--- src/uvs_pkg.sv ---
package uvs_pkg;

	localparam int CNT_W = 9;
	localparam int IDX_W = 8;
	localparam int VTX_W = 3;
	localparam int POS_W = 15;
	localparam int NRM_W = 16;
	localparam int FRAC_BITS = 14;

	localparam int MAX_STEPS = 256;
	localparam logic [CNT_W-1:0] MAX_CNT = CNT_W'(MAX_STEPS);

	localparam logic [VTX_W-1:0] VTX_FIRST = 3'd0;
	localparam logic [VTX_W-1:0] VTX_LAST = 3'd5;

	localparam int CFG_IDX_W = 2;
	typedef enum logic [CFG_IDX_W-1:0] {
		CFG_LAT_STEPS = 2'd0,
		CFG_LON_STEPS = 2'd1
	} cfg_reg_t;

	localparam logic [CNT_W-1:0] LAT_STEPS_RST = 9'd8;
	localparam logic [CNT_W-1:0] LON_STEPS_RST = 9'd8;

	// Phase: 32-bit fraction of a turn
	localparam int PHASE_W = 32;
	localparam int DIV_STEP_BITS = 4;
	localparam int DIV_LAT = 1 + PHASE_W / DIV_STEP_BITS;

	// Q30 trig
	localparam logic [30:0] Q30_ONE = 31'h4000_0000;
	localparam logic [30:0] HALF_PI_Q30 = 31'h6487_ED51;
	localparam int TAYLOR_TERMS = 5;
	localparam int SIN_DIV [TAYLOR_TERMS] = '{110, 72, 42, 20, 6};
	localparam int COS_DIV [TAYLOR_TERMS] = '{90, 56, 30, 12, 2};
	localparam int TRIG_LAT = 3 + 2 * (TAYLOR_TERMS - 1) + 2;

endpackage

--- src/uvs_phase_div.sv ---
// Pipelined long division: quo = floor(num * 2^32 / den), num <= den.
// quo[32] is the integer bit, quo[31:0] the fraction.
module uvs_phase_div (
	input logic clk,
	input logic en,
	input logic [uvs_pkg::CNT_W-1:0] num,
	input logic [uvs_pkg::CNT_W-1:0] den,
	output logic [uvs_pkg::PHASE_W:0] quo
);

	localparam int NSTG = uvs_pkg::PHASE_W / uvs_pkg::DIV_STEP_BITS;

	logic [uvs_pkg::CNT_W-1:0] rem_s [NSTG+1];
	logic [uvs_pkg::CNT_W-1:0] den_s [NSTG+1];
	logic [uvs_pkg::PHASE_W-1:0] frac_s [NSTG+1];
	logic int_s [NSTG+1];

	logic ge_w;
	assign ge_w = num >= den;

	always_ff @(posedge clk) begin
		if (en) begin
			rem_s[0] <= ge_w ? num - den : num;
			den_s[0] <= den;
			frac_s[0] <= '0;
			int_s[0] <= ge_w;
		end
	end

	for (genvar g = 0; g < NSTG; g++) begin : g_stage
		logic [uvs_pkg::CNT_W-1:0] rem_w;
		logic [uvs_pkg::PHASE_W-1:0] frac_w;

		always_comb begin
			logic [uvs_pkg::CNT_W:0] r2;
			rem_w = rem_s[g];
			frac_w = frac_s[g];
			for (int b = 0; b < uvs_pkg::DIV_STEP_BITS; b++) begin
				r2 = {rem_w, 1'b0};
				if (r2 >= {1'b0, den_s[g]}) begin
					rem_w = uvs_pkg::CNT_W'(r2 - {1'b0, den_s[g]});
					frac_w = {frac_w[uvs_pkg::PHASE_W-2:0], 1'b1};
				end else begin
					rem_w = uvs_pkg::CNT_W'(r2);
					frac_w = {frac_w[uvs_pkg::PHASE_W-2:0], 1'b0};
				end
			end
		end

		always_ff @(posedge clk) begin
			if (en) begin
				rem_s[g+1] <= rem_w;
				den_s[g+1] <= den_s[g];
				frac_s[g+1] <= frac_w;
				int_s[g+1] <= int_s[g];
			end
		end
	end

	assign quo = {int_s[NSTG], frac_s[NSTG]};

endmodule

--- config.mk ---
export PLATFORM = sky130hd
export DESIGN_NAME = uvs_phase_div
export DESIGN_NICKNAME = d
export VERILOG_FILES = /design/src/uvs_pkg.sv /design/src/uvs_phase_div.sv
export SDC_FILE = /design/constraint.sdc
export NUM_CORES = 1
export LEC_CHECK = 0
export BUFFER_PORTS_ARGS = -buffer_cell sky130_fd_sc_hd__buf_4
export CORE_MARGIN = 8
export CORE_UTILIZATION = 65
export CTS_CLUSTER_DIAMETER = 60
export CTS_CLUSTER_SIZE = 12
export DETAILED_ROUTE_END_ITERATION = 7
export PLACE_DENSITY = 0.82
export SLEW_MARGIN = 20
export SYNTH_ARGS = -nofsm -noshare
export SYNTH_HDL_FRONTEND = slang
export SYNTH_SLANG_ARGS = --single-unit
--- constraint.sdc ---
create_clock -name clk -period 10.83 [get_ports clk]
set_clock_uncertainty 0.1 [all_clocks]
set_input_delay 1.083 -clock clk [delete_from_list [all_inputs] [get_ports clk]]
set_output_delay 1.083 -clock clk [all_outputs]
set_load 0.1 [all_outputs]
# [Word-level counts from Yosys, hierarchy flattened]
# Memory sizes are Yosys's and may differ from the RTL's.
# Cells that the tools add are included.
[word_totals] regBits=0 ramBits=459 in_bits=20 word_cells=137 mem_count=4
[classes] add_sub_neg=33 magnitude_cmp=33 muxes=67
[mem_list] memory="frac_s" words=9 width=32 read_ports=9 rd_ports_with_merged_regs=0 wr=9 line_no="uvs_phase_div.sv:15" text="logic [uvs_pkg::PHASE_W-1:0] frac_s [NSTG+1];"
[mem_list] memory="den_s" words=9 width=9 read_ports=8 rd_ports_with_merged_regs=0 wr=9 line_no="uvs_phase_div.sv:14" text="logic [uvs_pkg::CNT_W-1:0] den_s [NSTG+1];"
[mem_list] memory="rem_s" words=9 width=9 read_ports=8 rd_ports_with_merged_regs=0 wr=9 line_no="uvs_phase_div.sv:13" text="logic [uvs_pkg::CNT_W-1:0] rem_s [NSTG+1];"
[mem_list] memory="int_s" words=9 width=1 read_ports=9 rd_ports_with_merged_regs=0 wr=9 line_no="uvs_phase_div.sv:16" text="logic int_s [NSTG+1];"
[ops] cell=">= comparator 10 x 9 -> 1 bit" n=32
[ops] cell="2-to-1 mux 9 bit" n=33
[ops] cell="subtractor 9 bit" n=33
[ops] cell="2-to-1 mux 1 bit" n=34
[ops] cell=">= comparator 9 bit" n=1

# [Depth between registers and ports, before layout]
# Gate-level depths: netlist of run 1.
# An unclocked memory read counts as a cell.
[depth] ltp_word=9 depth_mapped=41 ltp_nobuf=39

# [Least setup slack after synthesis of run 1]
# No wires, ideal clock.
[synth_path] kind="reg2reg" start="memory den_s[0][54] in the netlist's numbering" end="memory rem_s[0][65] in the netlist's numbering, data pin" setup_ns=0.262 arrival_time_ns=8.324 setup_slack_ns=2.144 stages_incl_launch_ff=36 n_path_buf=5 cell_sequence="edfxtp_1 > buf_2 > clkinv_1 > fa_1 > o211ai_1 > a211oi_2 > a2111oi_4 > clkbuf_1 > mux2_2 > ha_1 > a21o_1 > a21o_1 > a311oi_2 > and3_1 > buf_2 > clkinv_1 > mux2_2 > ha_1 > and3_1 > nand3_1 > a21boi_0 > nor2_1 > nand3_1 > clkbuf_1 > mux2_2 > ha_1 > o21a_1 > nor2_1 > a21oi_1 > a211oi_1 > o21ai_0 > a31oi_1 > or2_0 > buf_2 > inv_2 > mux2_1"
[synth_rtl] item="start, declared" line_no="uvs_phase_div.sv:14"
[synth_rtl] item="end, declared" line_no="uvs_phase_div.sv:13"

==> results of run 1 <==
## worst max path at each step
stage	start	endpoint	depth (start not counted)	slack, ns
final	den_s[0][54]	rem_s[0][65]	33	0.80
after CTS	den_s[0][54]	rem_s[0][65]	33	0.85
after global routing	den_s[0][54]	rem_s[0][65]	35	0.03
after detailed placement	den_s[0][54]	rem_s[0][65]	32	0.89
after floorplan	den_s[0][54]	rem_s[0][65]	35	2.14
after global placement	den_s[0][54]	rem_s[0][65]	33	1.01
## metrics by stage
stage	std cells	util, %	hold WS, ns
after floorplan	2304	-	0.300
after global placement	2796	67.8	0.301
after detailed placement	2796	67.8	0.305
after CTS	2852	71.0	0.316
after global routing	2853	71.1	0.316
final	2853	71.1	0.314
## layer usage
| metal | up-vias | share of wire (%) | GRT usage, % |
|---|---|---|---|
| met5 | - | 0.024 | 0 |
| met4 | 2 | 3.5 | 9.79 |
| met3 | 162 | 5.0 | 4.00 |
| met2 | 576 | 49 | 42.6 |
| met1 | 8613 | 43 | 30.4 |
| li1 | 8768 | - | - |
## placed cells by master, fill, tap and decap left out, drive strengths merged, types with 7 or more instances in the layout
| master | count |
|---|---|
| nand2b | 28 |
| o21ai | 124 |
| and2 | 14 |
| mux2 | 93 |
| o211ai | 16 |
| a31o | 10 |
| a21oi | 172 |
| xnor2 | 124 |
| o221ai | 14 |
| nor2 | 172 |
| xor2 | 70 |
| inv | 171 |
| clkinv | 9 |
| ha | 272 |
| a21o | 129 |
| a2111oi | 7 |
| clkbuf | 41 |
| a21boi | 17 |
| fa | 9 |
| buf | 58 |
| o21bai | 37 |
| o31ai | 12 |
| nor2b | 40 |
| nand2 | 95 |
| a22oi | 11 |
| nor3 | 31 |
| a221o | 11 |
| or2 | 16 |
| nand4 | 20 |
| o31a | 12 |
| or3 | 7 |
| o21a | 26 |
| a211oi | 13 |
| mux2i | 35 |
| nand3 | 32 |
| a31oi | 21 |
| edfxtp | 297 |
| and3 | 25 |
## cells by family after synthesis
logic type	synth area share, %
AOI/OAI and AO/OA	20.0
and+or+nand+nor	10.7
DFF	37.5
adders and majority gates	15.1
buffers and inverters	3.43
xor gates and xnor gates	7.15
muxes	6.15
## what timing repair did
action / CTS / global route
setup buffers: 0 / 0
resized for setup: 0 / 1
endpoints found under the setup margin: 0 / 2
hold buffers: 0 / 0
## worst max-delay path, delay by kind of cell (launching register included)
kind / cells / cell delay, ns
AO/OA/AOI/OAI: 18 / 4.31
adder cells (fa/ha/maj): 4 / 1.63
buffers and inverters: 5 / 1.25
AND/OR/NAND/NOR: 4 / 1.21
multiplexers: 2 / 0.70
flip-flops: 1 / 0.55
## registers in the layout (all words and copies together), names as in the netlist
name	count
den_s	72
int_s	9
rem_s	72
frac_s	144
## cell type report
type | count | area (sq um) | share of cell area, %
multi-input combinational | 1804 | 14000 | 54.4
sequential | 297 | 8920 | 34.5
clock buffer | 40 | 980 | 3.79
inverter | 169 | 637 | 2.47
tap | 468 | 586 | 2.27
timing repair buffer | 59 | 463 | 1.79
clock inverter | 16 | 196 | 0.761
==> metrics, run 1 <==
critical path required time 11.03 ns; Hold Path Depth 0; Worst-Margin Slew 1.12 ns; Final #Nets 2,669; Final Hold Vio Count 0; ys flop type edfxtp_1; Port Buffers 52; Post-DP HPWL 41,200 um; Reg clk slew, reported paths 0.06 ns; CTS Sinks 297; Post-Synthesis Cell Area 23,800 sq um; hold path endpoint frac_s[3][39]; slew margin rel. 25.3%; Seq cells post-synth 297; setup_tns 0 ns; via count 18.1k; Filler Cell Count 2,614; commonest cells in the netlist 297 x edfxtp_1, 272 x ha_1, 170 x a21oi_1, 167 x nor2_1, 153 x inv_1; worst min-delay path startpoint frac_s[3][3]; largest net degree at the start of global routing 179; Setup-failing EPs final 0; reg-to-reg startpoint den_s[0][54]; count of cell types in the netlist 103; Post-synth EDFFs 297; Post-Route WL 54,300 um; RSZ-0062 raised after global routing false; worst-path fanout max 18; CTS root buf clkbuf_16; count leader, synth edfxtp_1; worst setup margin 0.801 ns; FF-to-FF path depth 33; ranking of synthesized cells by area edfxtp_1 38%, ha_1 14%, xnor2_1 4.6%; drt wl/cell 19.0 um; Clock Tree Buf Depth 3; cell taking the most area after synthesis edfxtp_1; number of CTS-inserted buffers 37; dpl ws 0.886 ns; Design Area, Final 25,800 sq um; first-pass detailed-route iteration total 6; worst min path class flop to flop; Max Cap Violations 0; die height 207 um; Routed Antenna Nets 0; kind of critical path flop to flop; Worst R2R End rem_s[0][65]; core area 36,300 sq um; initial antenna violation count 1; max-slew violation count 0; crit path max-delay cell type fa_1; setup slack, reg-to-reg 0.80 ns; post-synthesis sequential area ratio 37.5%; top-area cell type share of the netlist area 37.5%; Avg Vias per Cell 6.35; die width 207 um; worst-skew pair later-pin latency 0.55 ns; crit share post-route 92.6%; Startpoint Class flop; GRT overflow 0; DP Area 24,600 sq um; area of the die 43,000 sq um; DRC 0; max frequency 99.7 MHz; first-pass GRT wire length 88,700 um; ratio of cells with drive above 1 in the final layout 11.7%; GPL Wtd Cong 0.946; outcome complete, no violations; Syn. warnings 0; vias in the first global route 18.1k; Setup crit end kind flop; I/O Pins 53; Initial Util 65.4%; row count 70; TritonCTS clock tree done; CTS HTree Levels 2; Area Overhead vs Synth 8.63%; global-route usage over all layers 24.6%; WP data arrival 10.23 ns; Tmin final 10.03 ns; max incr delay on CP 0.57 ns; syn avg cell area 10.3 sq um; ys async rst share 0%; Post-Synthesis Cells 2,304; drt first-iter violations 1,327; antenna cells 0; Post-Syn Nets 2,605
Power of run 1 is not shown: default switching activity piles up to over one toggle a cycle in this logic, so the estimate is an artifact.
==> run 2: changes to the inputs <==
Settings changed: ABC_AREA set to 1, MAX_ROUTING_LAYER set to met4.
==> run 2 against run 1 <==
Worst hold slack better by 0.0014 ns. Cell count up 34%. Core utilization decreased by 0.30 points. Die area grew 8.3%. Routed wire length grew 15%. Register-to-register slack better by 2.4 ns. Highest routed layer is now met4.
==> metrics, run 2 <==
number of CTS-inserted buffers 36 (was 37); Initial Util 65.6% (was 65.4%); ranking of synthesized cells by area edfxtp_1 34%, ha_1 13%, nand2_1 13% (was edfxtp_1 38%, ha_1 14%, xnor2_1 4.6%); most frequent cells in the layout 895 x nand2_1, 443 x inv_1, 309 x nand3_1 (was 297 x edfxtp_1, 272 x ha_1, 170 x a21oi_1); syn avg cell area 8.08 sq um (was 10.3 sq um); max frequency 132 MHz (was 99.7 MHz); TritonCTS clock tree done (unchanged); drt wl/cell 16.3 um (was 19.0 um); ratio of cells with drive above 1 in the final layout 9.53% (was 11.7%); M3 GR Usage 4.10% (was 4.00%); Post-Syn Nets 3,510 (was 2,605); Clock Tree Buf Depth 3 (unchanged); count leader, synth nand2_1 (was edfxtp_1); Startpoint Class flop (unchanged); Reg clk slew, reported paths 0.06 ns (about the same); top-area cell type share of the netlist area 34.4% (was 37.5%); Setup Fix Bufs, Post-CTS 0 (unchanged); Regs by FF count frac_s (144), den_s (72), rem_s (72) (unchanged); Max Cap Violations 0 (unchanged); post-synthesis sequential area ratio 34.4% (was 37.5%); Post-Synthesis Cells 3,209 (was 2,304); Final #Nets 3,579 (was 2,669); Post-Synthesis Cell Area 25,900 sq um (was 23,800 sq um); hold buffer count at cts 0 (unchanged); CTS Sinks 297 (unchanged); vias in the first global route 21.2k (was 18.1k); worst min path class flop to flop (unchanged); Seq cells post-synth 297 (unchanged); count of cell types in the netlist 51 (was 103); Syn. warnings 0 (unchanged); row count 73 (was 70); Post-DP HPWL 48,000 um (was 41,200 um); Setup crit end kind flop (unchanged); Port Buffers 52 (unchanged); I/O Pins 53 (unchanged); Filler Cell Count 3,101 (was 2,614); area of the die 46,500 sq um (was 43,000 sq um); Post-synth EDFFs 297 (unchanged); critical path required time 11.14 ns (was 11.03 ns); die height 216 um (was 207 um); ys async rst share 0% (unchanged); GRT busiest layer met2 (unchanged); die width 216 um (was 207 um); kind of critical path flop to flop (unchanged); cell taking the most area after synthesis edfxtp_1 (unchanged); ys flop type edfxtp_1 (unchanged); GR Util met2 44.1% (was 42.6%); core area 39,500 sq um (was 36,300 sq um); GPL Wtd Cong 0.992 (was 0.946); first-pass GRT wire length 103,000 um (was 88,700 um); initial antenna violation count 1 (unchanged); max-slew violation count 0 (unchanged); Worst-Margin Slew 1.05 ns (was 1.12 ns); worst-path fanout max 11 (was 18); DRC 0 (unchanged); CP delay by family, top compound AO/OA/AOI/OAI gates (unchanged); drt first-iter violations 1,752 (was 1,327); post-cts sizing count 0 (unchanged); RSZ-0062 raised after global routing false (unchanged); outcome complete, no violations (unchanged); worst-skew pair later-pin latency 0.56 ns (was 0.55 ns); Setup-failing EPs final 0 (unchanged); most common cell after layout, fill and taps aside nand2_1 (was edfxtp_1); commonest cells in the netlist 895 x nand2_1, 443 x inv_1, 309 x nand3_1, 297 x edfxtp_1, 272 x ha_1 (was 297 x edfxtp_1, 272 x ha_1, 170 x a21oi_1, 167 x nor2_1, 153 x inv_1); crit path max-delay cell type edfxtp_1 (was fa_1); global-route usage over all layers 27.0% (was 24.6%); CTS HTree Levels 2 (unchanged); setup_tns 0 ns (unchanged); max incr delay on CP 0.66 ns (was 0.57 ns); max reg flops 144 (unchanged); Biggest register frac_s (unchanged); Final Hold Vio Count 0 (unchanged); CTS root buf clkbuf_16 (unchanged); Avg Vias per Cell 5.72 (was 6.35); Post-Route WL 62,200 um (was 54,300 um); WP buf/inv 4 (was 5); first-pass detailed-route iteration total 8 (was 6); met1 usage 33.3% (was 30.4%); GRT overflow 0 (unchanged); Area Overhead vs Synth 7.94% (was 8.63%); largest net degree at the start of global routing 186 (was 179); via count 21.8k (was 18.1k); crit share post-route 70.0% (was 92.6%); WP data arrival 7.90 ns (was 10.23 ns); Routed Antenna Nets 0 (unchanged); slew margin rel. 29.7% (was 25.3%); Crit path top cell by count nand2_1; Tmin final 7.59 ns (was 10.03 ns)
[run 2: worst register-to-register path, delay by kind of cell (launching register included)]
family          cells  cell delay (ns)
fa+ha+maj           4             1.53
flops               1             0.66
buf+inv             4             0.46
simple gates       20             2.32
compound gates     10             2.39
[run 2: cell type report]
type	count	area, sq um	area share [%]
multi-input cells	2420	15000	53.6
flip-flops and latches	297	8920	31.9
inverters	470	1790	6.38
clock buffers	38	930	3.32
well taps	525	657	2.35
repair buffers	53	418	1.49
clock inverters	17	264	0.943
diodes	1	2.50	0.00894
[run 2: metal layers]
metal | wire length (um) | share of wire [%] | vias to the layer above
met5 | 0 | 0 | -
met4 | 2580 | 4.2 | 0
met3 | 3920 | 6.3 | 195
met2 | 28900 | 47 | 745
met1 | 26800 | 43 | 10100
li1 | - | - | 10900
[run 2: final timing paths]
kind	end	slack, ns	startpoint	cells past startpoint
max	rem_s[0][16]	3.24	den_s[0][0]	38
min	frac_s[2][37]	0.32	frac_s[2][1]	0
max reg2reg	rem_s[0][16]	3.24	den_s[0][0]	38
min reg2reg	frac_s[2][37]	0.32	frac_s[2][1]	0
[run 2: cell families after synthesis]
family	after synthesis	synth area share [%]
AND/OR/NAND/NOR	1583	28.9
adder cells (fa/ha/maj)	281	13.8
flip-flops	297	34.4
XOR/XNOR	196	6.62
buffers and inverters	492	7.71
AO/OA/AOI/OAI	360	8.53
[run 2: per-stage QoR]
stage	utilization (%)	area [sq um]	hold WS, ns	instances	setup WS, ns
after floorplan	-	25900	0.300	3209	4.71
after global placement	67.7	26800	0.300	3765	3.41
after detailed placement	67.7	26800	0.305	3765	3.38
after CTS	70.7	28000	0.311	3820	3.33
after global routing	70.8	28000	0.319	3821	2.57
final	70.8	28000	0.315	3821	3.24
Power of run 2 is left out for the same reason.
==> run 3: changes to the inputs <==
Settings changed: ABC_AREA 1 to 0, CORE_UTILIZATION 65 to 58, PLACE_DENSITY 0.82 to 0.78.
Clock period 10.83 ns to 6.4 ns, I/O delays scaled along.
==> run 3 against run 2 <==
The flow now finishes with violations (DRC, setup timing). Worst hold slack got worse by 0.15 ns. Non-clock buffer count rose by 1072. Cell area rose by 33%. Routed wire length up 55%. Via count rose by 17%. Worst setup slack worse by 5.0 ns. Largest cell class unchanged.
==> metrics, run 3 (synthesis gave the netlist of run 1 again) <==
outcome complete, but fails checks (was complete, no violations); violated checks DRC, setup timing; FF-to-FF path depth 35 (was 38); Worst-Margin Slew 0.994 ns (was 1.05 ns); I/O Pins 53 (unchanged); drt wl/cell 24.2 um (was 16.3 um); Design Area, Final 37,100 sq um (was 28,000 sq um); Setup crit end kind flop (unchanged); first-pass detailed-route iteration total 8 (unchanged); RSZ-0062 raised after global routing true (was false); CTS Sinks 297 (unchanged); largest net degree at the start of global routing 111 (was 186); crit path max-delay cell type mux2i_1 (was edfxtp_1); Startpoint Class flop (unchanged); crit share post-route 128% (was 70.0%); Final #Nets 3,736 (was 3,579); Final Hold Vio Count 0 (unchanged); Hold Path Depth 1 (was 0); CTS root buf clkbuf_16 (unchanged); first-pass GRT wire length 125,000 um (was 103,000 um); initial antenna violation count 1 (unchanged); Reg clk slew, reported paths 0.06 ns (about the same); area of the die 47,700 sq um (was 46,500 sq um); Routed Antenna Nets 0 (unchanged); DRC 1 (was 0); TritonCTS clock tree done (unchanged); worst min path class input port to flop (was flop to flop); drt first-iter violations 2,465 (was 1,752); worst-path fanout max 6 (was 11); Biggest register frac_s (unchanged); max frequency 122 MHz (was 132 MHz); ratio of cells with drive above 1 in the final layout 50.2% (was 9.53%); Tmin final 8.20 ns (was 7.59 ns); worst-skew pair later-pin latency 0.56 ns (about the same); hold buffer count at cts 0 (unchanged); most frequent cells in the layout 1,059 x buf_4, 297 x edfxtp_1, 181 x ha_1 (was 895 x nand2_1, 443 x inv_1, 309 x nand3_1); dpl ws -1.49 ns (was 3.38 ns); number of CTS-inserted buffers 35 (was 36); Regs by FF count frac_s (144), den_s (72), rem_s (72) (unchanged); GRT overflow 0 (unchanged); Filler Cell Count 1,500 (was 3,101); row count 74 (was 73); vias in the first global route 24.9k (was 21.2k); Post-Route WL 96,300 um (was 62,200 um); slew margin rel. 33.7% (was 29.7%); die height 218 um (was 216 um); WP data arrival 8.40 ns (was 7.90 ns); max incr delay on CP 0.56 ns (was 0.66 ns); Post-DP HPWL 54,100 um (was 48,000 um); Port Buffers 52 (unchanged); DP Area 32,300 sq um (was 26,800 sq um); critical path required time 6.60 ns (was 11.14 ns); worst setup margin -1.80 ns (was 3.24 ns); die width 218 um (was 216 um); via count 25.6k (was 21.8k); Setup-failing EPs final 71 (was 0); kind of critical path flop to flop (unchanged); Crit path top cell by count ha_1 (was nand2_1); Initial Util 58.5% (was 65.6%); max-slew violation count 0 (unchanged); most common cell after layout, fill and taps aside buf_4 (was nand2_1); max reg flops 144 (unchanged); core area 40,600 sq um (was 39,500 sq um); Area Overhead vs Synth 56.2% (was 7.94%); Max Cap Violations 0 (unchanged); Avg Vias per Cell 6.42 (was 5.72); GPL Wtd Cong 0.945 (was 0.992); global-route usage over all layers 33.0% (was 27.0%); Clock Tree Buf Depth 3 (unchanged); CTS HTree Levels 2 (unchanged)
==> run 3: path summary, 6_finish.rpt <==
check | from | to | slack (ns)
worst min-delay path | den[3] | den_s[0][3] | 0.17
worst max-delay path | den_s[0][13] | rem_s[0][20] | -1.80
worst min register to register | frac_s[2][43] | frac_s[3][15] | 0.31
worst max register to register | den_s[0][13] | rem_s[0][20] | -1.80
==> run 3: cell type report <==
cell class	count	area, sq um	area share, %
Timing Repair Buffer	1125	8740	23.5
Timing Repair inverter	1	7.51	0.0202
Tap cell	532	666	1.79
Multi-Input combinational cell	1806	17000	45.7
Clock inverter	14	161	0.435
Clock buffer	40	937	2.52
Inverter	169	726	1.95
Antenna cell	1	2.50	0.00674
Sequential cell	297	8920	24.0
==> run 3: per-layer routing <==
layer  part of all wire [%]  vias to the layer above  global-route usage [%]  routed length, um
met4                    8.8                        0                    17.2               8450
met3                    8.2                      784                    4.00               7880
met1                     35                    12100                    36.2              33400
met2                     48                     1789                    58.3              46600
li1                       -                    10900                       -                  -
met5                      0                        -                       -                  0
==> run 3: stage by stage <==
| stage | cells | setup TNS, ns | hold slack [ns] | utilization, % |
|---|---|---|---|---|
| 2_1_floorplan | 2304 | -60.46 | 0.300 | - |
| 3_3_place_gp | 3720 | -68.10 | 0.300 | 79.5 |
| 3_5_place_dp | 3720 | -81.08 | 0.305 | 79.5 |
| 4_1_cts | 3915 | -63.80 | 0.157 | 87.8 |
| 5_1_grt | 3985 | -110.49 | 0.166 | 91.3 |
| 6_report | 3985 | -92.77 | 0.168 | 91.3 |
==> run 3: worst max-delay path, delay by kind of cell (launching register included) <==
family	cells	cell delay (ns)
adders and majority gates	4	1.26
AOI/OAI and AO/OA	12	2.92
and+or+nand+nor	8	1.28
DFF	1	0.44
buffers and inverters	8	0.95
muxes	3	0.97
==> run 3: what timing repair did <==
action,CTS,global route
gates cloned,4,0
pin swaps,164,137
endpoints found under the setup margin,71,71
setup buffers,146,74
resized for setup,265,196
Power of run 3 is left out for the same reason.
